### src/sv/gfvl_pkg.sv
package gfvl_pkg;

  localparam int unsigned FINGER_COUNT_DEF = 3;

  localparam int unsigned CMD_W    = 3;
  localparam int unsigned FINGER_W = 2;
  localparam int unsigned FORCE_W  = 12;
  localparam int unsigned POS_W    = 18;
  localparam int unsigned WEIGHT_W = 14;
  localparam int unsigned VEL_W    = 17;
  localparam int unsigned CFG_AW   = 1;
  localparam int unsigned CFG_DW   = 18;

  // Q8 ratio: quotient bits produced by the divider
  localparam int unsigned FRAC_W  = 8;
  localparam int unsigned RATIO_W = FRAC_W + 1;
  localparam int unsigned STEP_W  = $clog2(FRAC_W);

  localparam logic [CMD_W-1:0] CMD_OPEN    = 3'd0;
  localparam logic [CMD_W-1:0] CMD_CLOSE   = 3'd1;
  localparam logic [CMD_W-1:0] CMD_STOP    = 3'd2;
  localparam logic [CMD_W-1:0] CMD_HOLD    = 3'd3;
  localparam logic [CMD_W-1:0] CMD_CAPTURE = 3'd4;

  localparam logic [CFG_AW-1:0] REG_GRASP_THR = 1'd0;
  localparam logic [CFG_AW-1:0] REG_OPEN_STOP = 1'd1;

  localparam logic [FORCE_W-1:0] GRASP_THR_RST = 12'd400;
  localparam logic [POS_W-1:0]   OPEN_STOP_RST = 18'd28444;

  localparam logic [RATIO_W-1:0] RATIO_ONE = 9'd256;

  // weight / 5 via reciprocal: floor(x * 1639 >> 13) is exact for x < 1280
  localparam logic [WEIGHT_W-1:0] WS_SAT    = 14'd1280;
  localparam int unsigned         WS_MAG_W  = 11;
  localparam logic [WS_MAG_W-1:0] WS_RECIP  = 11'd1639;
  localparam int unsigned         WS_SHIFT  = 13;

  localparam int unsigned      CALC_W         = VEL_W + 1;
  localparam logic [CALC_W-1:0] VEL_CLOSE_BASE = 18'd23040;
  localparam logic [CALC_W-1:0] VEL_OPEN_BASE  = -18'sd17920;
  localparam logic [CALC_W-1:0] GAIN_RATIO     = 18'd50;
  localparam logic [CALC_W-1:0] GAIN_WS_CLOSE  = 18'd40;
  localparam logic [CALC_W-1:0] GAIN_WS_OPEN   = 18'd50;

endpackage

### src/sv/gfvl_div.sv
module gfvl_div (
  input  logic                          clk_i,
  input  logic                          rst_ni,
  input  logic                          start_i,
  input  logic [gfvl_pkg::FORCE_W-1:0]  num_i,
  input  logic [gfvl_pkg::FORCE_W-1:0]  den_i,
  output logic                          done_o,
  output logic [gfvl_pkg::FRAC_W-1:0]   quot_o
);

  // floor(num * 2^FRAC_W / den), num < den, one quotient bit per cycle
  logic                          busy_q;
  logic                          done_q;
  logic [gfvl_pkg::STEP_W-1:0]   cnt_q;
  logic [gfvl_pkg::FORCE_W-1:0]  rem_q, rem_d;
  logic [gfvl_pkg::FORCE_W-1:0]  den_q;
  logic [gfvl_pkg::FRAC_W-1:0]   quot_q;
  logic [gfvl_pkg::FORCE_W:0]    trial;
  logic                          qbit;

  always_comb begin
    trial = {rem_q, 1'b0};
    qbit  = trial >= {1'b0, den_q};
    rem_d = qbit ? gfvl_pkg::FORCE_W'(trial - {1'b0, den_q})
                 : trial[gfvl_pkg::FORCE_W-1:0];
  end

  always_ff @(posedge clk_i or negedge rst_ni) begin
    if (!rst_ni) begin
      busy_q <= 1'b0;
      done_q <= 1'b0;
      cnt_q  <= '0;
    end else begin
      done_q <= 1'b0;
      if (start_i) begin
        busy_q <= 1'b1;
        cnt_q  <= '0;
      end else if (busy_q) begin
        cnt_q <= cnt_q + 1'b1;
        if (cnt_q == gfvl_pkg::STEP_W'(gfvl_pkg::FRAC_W - 1)) begin
          busy_q <= 1'b0;
          done_q <= 1'b1;
        end
      end
    end
  end

  always_ff @(posedge clk_i) begin
    if (start_i) begin
      rem_q <= num_i;
      den_q <= den_i;
    end else if (busy_q) begin
      rem_q  <= rem_d;
      quot_q <= {quot_q[gfvl_pkg::FRAC_W-2:0], qbit};
    end
  end

  assign done_o = done_q;
  assign quot_o = quot_q;

endmodule

### src/sv/gripper_finger_velocity_law_top.sv
// Finger velocity law for a multi-finger gripper.
// Input channel (in_valid_i / in_stall_o): one finger sample per transaction
// with command, finger index, force, position and weight estimate.
// Output channel (out_valid_o / out_stall_i): one transaction per sample with
// the finger index and the Q8 velocity commanded for it.
// Configuration: cfg_we_i writes cfg_wdata_i to register cfg_addr_i
// (0 grasp force threshold, 1 open-stop position); write only while idle.
// Timing: open and close samples whose force ratio lies strictly inside 0..1
// run the 8-step serial divider between the check and calc states; all other
// samples go straight from check to calc. in_stall_o stays high from accept
// until the calc state has loaded the result, so a new sample is accepted only
// after that. The result is registered; the block accepts the next sample
// while an earlier result still waits. If the receiver stalls and the output
// register is still full when a new result is ready, the block holds that
// result and keeps in_stall_o high until the register frees up.
// Reset clears all finger baselines and last velocities, loads the register
// reset values and empties the output register. No clearing pass is needed.
module gripper_finger_velocity_law_top #(
  parameter int unsigned FINGER_COUNT = gfvl_pkg::FINGER_COUNT_DEF
) (
  input  logic                                clk_i,
  input  logic                                rst_ni,
  input  logic                                in_valid_i,
  output logic                                in_stall_o,
  input  logic [gfvl_pkg::CMD_W-1:0]          cmd_i,
  input  logic [gfvl_pkg::FINGER_W-1:0]       finger_i,
  input  logic [gfvl_pkg::FORCE_W-1:0]        force_req_i,
  input  logic [gfvl_pkg::POS_W-1:0]          position_i,
  input  logic signed [gfvl_pkg::WEIGHT_W-1:0] weight_i,
  output logic                                out_valid_o,
  input  logic                                out_stall_i,
  output logic [gfvl_pkg::FINGER_W-1:0]       finger_out_o,
  output logic signed [gfvl_pkg::VEL_W-1:0]   velocity_o,
  input  logic                                cfg_we_i,
  input  logic [gfvl_pkg::CFG_AW-1:0]         cfg_addr_i,
  input  logic [gfvl_pkg::CFG_DW-1:0]         cfg_wdata_i
);

  localparam int unsigned IDX_W = (FINGER_COUNT > 1) ? $clog2(FINGER_COUNT) : 1;

  typedef enum logic [1:0] {
    ST_IDLE,
    ST_CHECK,
    ST_DIV,
    ST_CALC
  } state_e;

  state_e state_q;

  logic [gfvl_pkg::FORCE_W-1:0] thr_q;
  logic [gfvl_pkg::POS_W-1:0]   open_stop_q;
  logic [gfvl_pkg::FORCE_W-1:0] baseline_q [FINGER_COUNT];
  logic [gfvl_pkg::VEL_W-1:0]   last_vel_q [FINGER_COUNT];

  logic [gfvl_pkg::CMD_W-1:0]    cmd_q;
  logic [gfvl_pkg::FINGER_W-1:0] finger_q;
  logic [IDX_W-1:0]              idx_q;
  logic                          fin_ok_q;
  logic                          pos_ge_q;
  logic [gfvl_pkg::FORCE_W:0]    diff_q;
  logic [gfvl_pkg::RATIO_W-1:0]  ws_q;
  logic [gfvl_pkg::RATIO_W-1:0]  ratio_q;

  logic                          out_valid_q;
  logic [gfvl_pkg::FINGER_W-1:0] finger_out_q;
  logic [gfvl_pkg::VEL_W-1:0]    velocity_q;

  logic                          accept;
  logic [IDX_W-1:0]              idx_in;
  logic                          fin_ok_in;
  logic [gfvl_pkg::FORCE_W:0]    diff_in;
  logic [gfvl_pkg::WEIGHT_W:0]   w_ext;
  logic [gfvl_pkg::WEIGHT_W:0]   w_abs;
  logic                          ws_sign_ok;
  logic [2*gfvl_pkg::WS_MAG_W-1:0] ws_prod;
  logic [gfvl_pkg::RATIO_W-1:0]  ws_in;

  logic                          diff_pos;
  logic                          diff_ge;
  logic                          is_drive;
  logic                          need_div;
  logic                          div_done;
  logic [gfvl_pkg::FRAC_W-1:0]   div_quot;

  logic [gfvl_pkg::CALC_W-1:0]   p_ratio;
  logic [gfvl_pkg::CALC_W-1:0]   p_ws_close;
  logic [gfvl_pkg::CALC_W-1:0]   p_ws_open;
  logic [gfvl_pkg::CALC_W-1:0]   vel_close;
  logic [gfvl_pkg::CALC_W-1:0]   vel_open;
  logic [gfvl_pkg::VEL_W-1:0]    vel_d;
  logic                          store_vel;
  logic                          out_free;
  logic                          out_load;

  assign accept    = in_valid_i && (state_q == ST_IDLE);
  assign idx_in    = IDX_W'(finger_i);
  assign fin_ok_in = 32'(finger_i) < FINGER_COUNT;

  always_comb begin
    diff_in = {1'b0, force_req_i} - {1'b0, baseline_q[idx_in]};
    w_ext   = {weight_i[gfvl_pkg::WEIGHT_W-1], weight_i};
    w_abs   = w_ext[gfvl_pkg::WEIGHT_W] ? (~w_ext + 1'b1) : w_ext;
    ws_sign_ok = (cmd_i == gfvl_pkg::CMD_CLOSE) ? weight_i[gfvl_pkg::WEIGHT_W-1]
                                                : !weight_i[gfvl_pkg::WEIGHT_W-1];
    ws_prod = w_abs[gfvl_pkg::WS_MAG_W-1:0] * gfvl_pkg::WS_RECIP;
    if (!ws_sign_ok) begin
      ws_in = '0;
    end else if (w_abs >= {1'b0, gfvl_pkg::WS_SAT}) begin
      ws_in = gfvl_pkg::RATIO_ONE;
    end else begin
      ws_in = {1'b0, ws_prod[gfvl_pkg::WS_SHIFT +: gfvl_pkg::FRAC_W]};
    end
  end

  always_comb begin
    diff_pos = !diff_q[gfvl_pkg::FORCE_W] && (diff_q != '0);
    diff_ge  = $signed(diff_q) >= $signed({1'b0, thr_q});
    is_drive = (cmd_q == gfvl_pkg::CMD_OPEN) || (cmd_q == gfvl_pkg::CMD_CLOSE);
    need_div = fin_ok_q && is_drive && diff_pos && !diff_ge;
  end

  gfvl_div u_div (
    .clk_i   (clk_i),
    .rst_ni  (rst_ni),
    .start_i ((state_q == ST_CHECK) && need_div),
    .num_i   (diff_q[gfvl_pkg::FORCE_W-1:0]),
    .den_i   (thr_q),
    .done_o  (div_done),
    .quot_o  (div_quot)
  );

  always_comb begin
    p_ratio    = gfvl_pkg::CALC_W'(ratio_q) * gfvl_pkg::GAIN_RATIO;
    p_ws_close = gfvl_pkg::CALC_W'(ws_q) * gfvl_pkg::GAIN_WS_CLOSE;
    p_ws_open  = gfvl_pkg::CALC_W'(ws_q) * gfvl_pkg::GAIN_WS_OPEN;
    vel_close  = gfvl_pkg::VEL_CLOSE_BASE - p_ratio + p_ws_close;
    vel_open   = gfvl_pkg::VEL_OPEN_BASE - p_ratio - p_ws_open;
    vel_d      = '0;
    store_vel  = 1'b0;
    if (fin_ok_q) begin
      case (cmd_q)
        gfvl_pkg::CMD_OPEN: begin
          vel_d     = pos_ge_q ? vel_open[gfvl_pkg::VEL_W-1:0] : '0;
          store_vel = 1'b1;
        end
        gfvl_pkg::CMD_CLOSE: begin
          vel_d     = diff_ge ? '0 : vel_close[gfvl_pkg::VEL_W-1:0];
          store_vel = 1'b1;
        end
        gfvl_pkg::CMD_STOP: begin
          vel_d     = '0;
          store_vel = 1'b1;
        end
        default: begin
          vel_d = last_vel_q[idx_q];
        end
      endcase
    end
  end

  assign out_free = !out_valid_q || !out_stall_i;
  assign out_load = (state_q == ST_CALC) && out_free;

  always_ff @(posedge clk_i or negedge rst_ni) begin
    if (!rst_ni) begin
      state_q     <= ST_IDLE;
      out_valid_q <= 1'b0;
      thr_q       <= gfvl_pkg::GRASP_THR_RST;
      open_stop_q <= gfvl_pkg::OPEN_STOP_RST;
      for (int i = 0; i < FINGER_COUNT; i++) begin
        baseline_q[i] <= '0;
        last_vel_q[i] <= '0;
      end
    end else begin
      if (cfg_we_i) begin
        unique case (cfg_addr_i)
          gfvl_pkg::REG_GRASP_THR: thr_q       <= cfg_wdata_i[gfvl_pkg::FORCE_W-1:0];
          gfvl_pkg::REG_OPEN_STOP: open_stop_q <= cfg_wdata_i[gfvl_pkg::POS_W-1:0];
        endcase
      end
      if (out_valid_q && !out_stall_i && !out_load) begin
        out_valid_q <= 1'b0;
      end
      unique case (state_q)
        ST_IDLE: begin
          if (accept) begin
            if (fin_ok_in && (cmd_i == gfvl_pkg::CMD_CAPTURE)) begin
              baseline_q[idx_in] <= force_req_i;
            end
            state_q <= ST_CHECK;
          end
        end
        ST_CHECK: begin
          if (need_div) begin
            state_q <= ST_DIV;
          end else begin
            ratio_q <= diff_pos ? gfvl_pkg::RATIO_ONE : '0;
            state_q <= ST_CALC;
          end
        end
        ST_DIV: begin
          if (div_done) begin
            ratio_q <= {1'b0, div_quot};
            state_q <= ST_CALC;
          end
        end
        ST_CALC: begin
          if (out_free) begin
            out_valid_q  <= 1'b1;
            finger_out_q <= finger_q;
            velocity_q   <= vel_d;
            if (store_vel) begin
              last_vel_q[idx_q] <= vel_d;
            end
            state_q <= ST_IDLE;
          end
        end
        default: state_q <= ST_IDLE;
      endcase
    end
  end

  always_ff @(posedge clk_i) begin
    if (accept) begin
      cmd_q    <= cmd_i;
      finger_q <= finger_i;
      idx_q    <= idx_in;
      fin_ok_q <= fin_ok_in;
      pos_ge_q <= position_i >= open_stop_q;
      diff_q   <= diff_in;
      ws_q     <= ws_in;
    end
  end

  assign in_stall_o   = state_q != ST_IDLE;
  assign out_valid_o  = out_valid_q;
  assign finger_out_o = finger_out_q;
  assign velocity_o   = velocity_q;

endmodule
### config.mk
export PLATFORM = sky130hd
export DESIGN_NAME = gripper_finger_velocity_law_top
export DESIGN_NICKNAME = d
export VERILOG_FILES = /design/src/sv/gfvl_pkg.sv /design/src/sv/gfvl_div.sv /design/src/sv/gripper_finger_velocity_law_top.sv
export SDC_FILE = /design/constraint.sdc
export NUM_CORES = 1
export LEC_CHECK = 0
export BUFFER_PORTS_ARGS = -buffer_cell sky130_fd_sc_hd__clkbuf_2
export CAP_MARGIN = 20
export CORE_UTILIZATION = 63
export CTS_CLUSTER_SIZE = 24
export DETAILED_ROUTE_END_ITERATION = 8
export PLACE_DENSITY = 0.9
export SYNTH_ARGS = -nofsm -noshare
export SYNTH_HDL_FRONTEND = slang
export SYNTH_SLANG_ARGS = --single-unit
### constraint.sdc
create_clock -name clk_i -period 6.15 [get_ports clk_i]
set_input_delay 0.3075 -clock clk_i [delete_from_list [all_inputs] [get_ports clk_i]]
set_output_delay 0.3075 -clock clk_i [all_outputs]
set_load 0.01 [all_outputs]
==> impl_metrics.tcl <==
set metrics [dict create \
    routed-via-count 12285 \
    yosys_warnings 0 \
    grt_start_max_net_pins 69 \
    yosys.area.top_type_share 0.1908 \
    timing.final.crit_share 0.9490 \
    grt_overflow 0 \
    cpMaxStageDelayCell "fa_1" \
    diodes 0 \
    row_count 58 \
    fin_tns_setup_ps 0 \
    insertion_delay_ps 530 \
    io_buffers 93 \
    core-area_sq_um 25250 \
    final_layout_size_suffix_gt1_frac 0.1704 \
    start_util 0.6440 \
    whs_path_depth 3 \
    crit_family "adder cells" \
    grt_pass1_wl_um 62920 \
    path_max_fanout 3 \
    pin_count 94 \
    path_buf_inv 5 \
    ys_types 70 \
    yosys.area.top_type "ha_1" \
    synth_area_leaders "ha_1, dfrtp_1, edfxtp_1" \
    final_cells 2026 \
    status "completed" \
    multiInputGateArea_sq_um 9623 \
    nets 2047 \
    tightest_slew_ps 1035 \
    htreeDepth 1 \
    drt_pre_antenna_iters 7 \
    post_cts_buffers 0 \
    cp.required_ps 6420 \
    critPathArrivalTime_ps 6110 \
    ys_seq_area_frac 0.3576 \
    synth_most_common_cell "ha_1" \
    numCtsBuffers 24 \
    finalMaxSlewViolations 0 \
    drt-wirelength-per-cell_um 18.89 \
    synthCells 1555 \
    dieWidth_um 162.7 \
    cts-root-buf "clkbuf_16" \
    clock_skew_ps 22.00 \
    grtUsageTotal 0.2986 \
    path_class "in2reg" \
    reg2reg_depth 21 \
    fillerInstances 1671 \
    end_kind "register" \
    die-area_sq_um 26460 \
    viasPerCell 6.064 \
    synthTopCellsByCount "ha_1, inv_1, dfrtp_1, nor2_1, mux2_2" \
    cts_sinks 214 \
    hp-class "in2reg" \
    final_util 0.7173 \
    ys_ff_latch 214 \
    timing.reg2reg.setup_slack_ps 420 \
    ant_nets 0 \
    syn_nets 1924 \
    max-cap-violations 0 \
    min_period_ps 5837 \
    area_growth_pct 11.38 \
    cts_tree "built" \
    crit_path_start_kind "input port" \
    grt_pass1_vias 12932 \
    wl_um 38270 \
    synth_edf_count 89 \
    holdPathEnd "thr_q[7]" \
    setup-violations-final 0 \
    clk_path_buf_depth 3 \
    cpMostUsedCell "fa_1" \
    die_height_um 162.7 \
    drc 0 \
    fmax_mhz 171.3 \
    place_inst 1981 \
    netlist_area_sq_um 16260 \
    max-slew-margin-rel 0.3103 \
    clk_pin_slew_worst_paths_ps 60 \
    reg2reg_to "velocity_o[15]" \
    drt_iter0_drc 882 \
    hold_path.startpoint "cfg_wdata_i[7]" \
    finalWeightedCongestion 0.9390 \
    hold_violations 0 \
    antenna_found_initial 0 \
    r2r_start "ratio_q[2]" \
    max_stage_delay_ps 540 \
    synth_ff_type "dfrtp_1" \
    seq_area_sq_um 5816 \
    syn_area_per_cell_sq_um 10.46 \
    hpwl_um 28020 \
    async_reset_ff_frac 0.5841 \
    rsz0062_at_grt "false" \
]
[through the flow]
step	area, sq um	setup slack, ps	hold WS (ps)
final	18110	313.4	14.09
after global placement	17280	-3.415	419.7
after CTS	18100	226.8	6.034
after floorplan	16260	67.71	11.91
after detailed placement	17290	-262.9	426.9
after global routing	18110	35.25	15.77
[cells in the final DEF, fill, tap and decap left out, types with 12 or more instances in the layout]
cell type,count
nand2b_1,17
a21o_1,24
fa_1,48
clkbuf_2,92
edfxtp_1,89
buf_4,37
and2_1,14
mux2_2,92
xnor2_1,64
clkbuf_16,26
nor2_1,93
dfrtp_1,113
inv_1,190
nand2_1,83
a21oi_1,83
ha_1,248
o21ai_0,76
nor2b_1,33
nand3_1,19
mux2i_1,40
dfstp_2,12
xor2_1,28
[worst register-to-register path, cell delays in order (launching register included)]
cell	delay [ps]
edfxtp_1	480
inv_1	210
ha_1	280
ha_1	210
fa_1	450
ha_1	380
nor2b_1	160
o21ai_1	190
nand2b_1	100
xnor2_1	310
inv_1	90
ha_1	290
inv_1	40
ha_1	240
a2111oi_1	610
a31oi_1	160
a211oi_1	400
nand2b_1	200
nor2_1	60
a211oi_1	310
o31a_4	260
a21oi_2	60
[routing by layer]
metal | global-route usage | vias up | routed length, um
met4 | 0.1228 | 0 | 1611
met1 | 0.3729 | 5992 | 15360
met5 | 0 | - | 0
met3 | 0.03947 | 129 | 2373
li1 | - | 5690 | -
met2 | 0.5220 | 474 | 18920
[area by class of cell]
class,count,area share
sequential,214,0.3210
clock inverter,4,0.002141
multi-input combinational,1118,0.5312
inverter,190,0.03937
timing repair buffer,130,0.04130
clock buffer,40,0.04213
tap,330,0.02279
[logic make-up (layout without fill, tap and decap cells)]
| logic type | count (synthesis) | count (layout) | share of synthesized area |
|---|---|---|---|
| compound gates | 280 | 280 | 0.1079 |
| xor+xnor | 93 | 93 | 0.05008 |
| fa+ha+maj | 296 | 296 | 0.2499 |
| buf+inv | 223 | 364 | 0.05162 |
| flops | 214 | 214 | 0.3576 |
| mux | 132 | 132 | 0.08831 |
| simple gates | 317 | 317 | 0.09470 |
[flip-flops by register name, indices dropped and copies added, names as in the netlist, 2 cells and up]
name	cells
thr_q	12
open_stop_q	18
state_q	2
finger_out_o	2
ws_q	9
cmd_q	3
baseline_q	36
ratio_q	9
diff_q	13
u_div.rem_q	12
velocity_o	17
u_div.den_q	12
idx_q	2
last_vel_q	51
u_div.quot_o	8
u_div.cnt_q	3
[how the worst max path moves through the flow]
| stage | endpoint | cells past startpoint | startpoint |
|---|---|---|---|
| 2_1_floorplan | ws_q[7] | 19 | weight_i[1] |
| 5_1_grt | ws_q[5] | 25 | weight_i[0] |
| 4_1_cts | ws_q[5] | 21 | weight_i[1] |
| 3_5_place_dp | ws_q[5] | 21 | weight_i[1] |
| 3_3_place_gp | ws_q[5] | 21 | weight_i[1] |
| 6_report | ws_q[5] | 25 | weight_i[0] |
[repair_timing]
| action | CTS | global route |
|---|---|---|
| setup endpoints to repair | 0 | 3 |
| hold buffers | 1 | 0 |
| resized for setup | 0 | 4 |
| hold endpoints to repair | 53 | 0 |
Power is not shown: default switching activity piles up to over one toggle a cycle in this logic, so the estimate is an artifact.
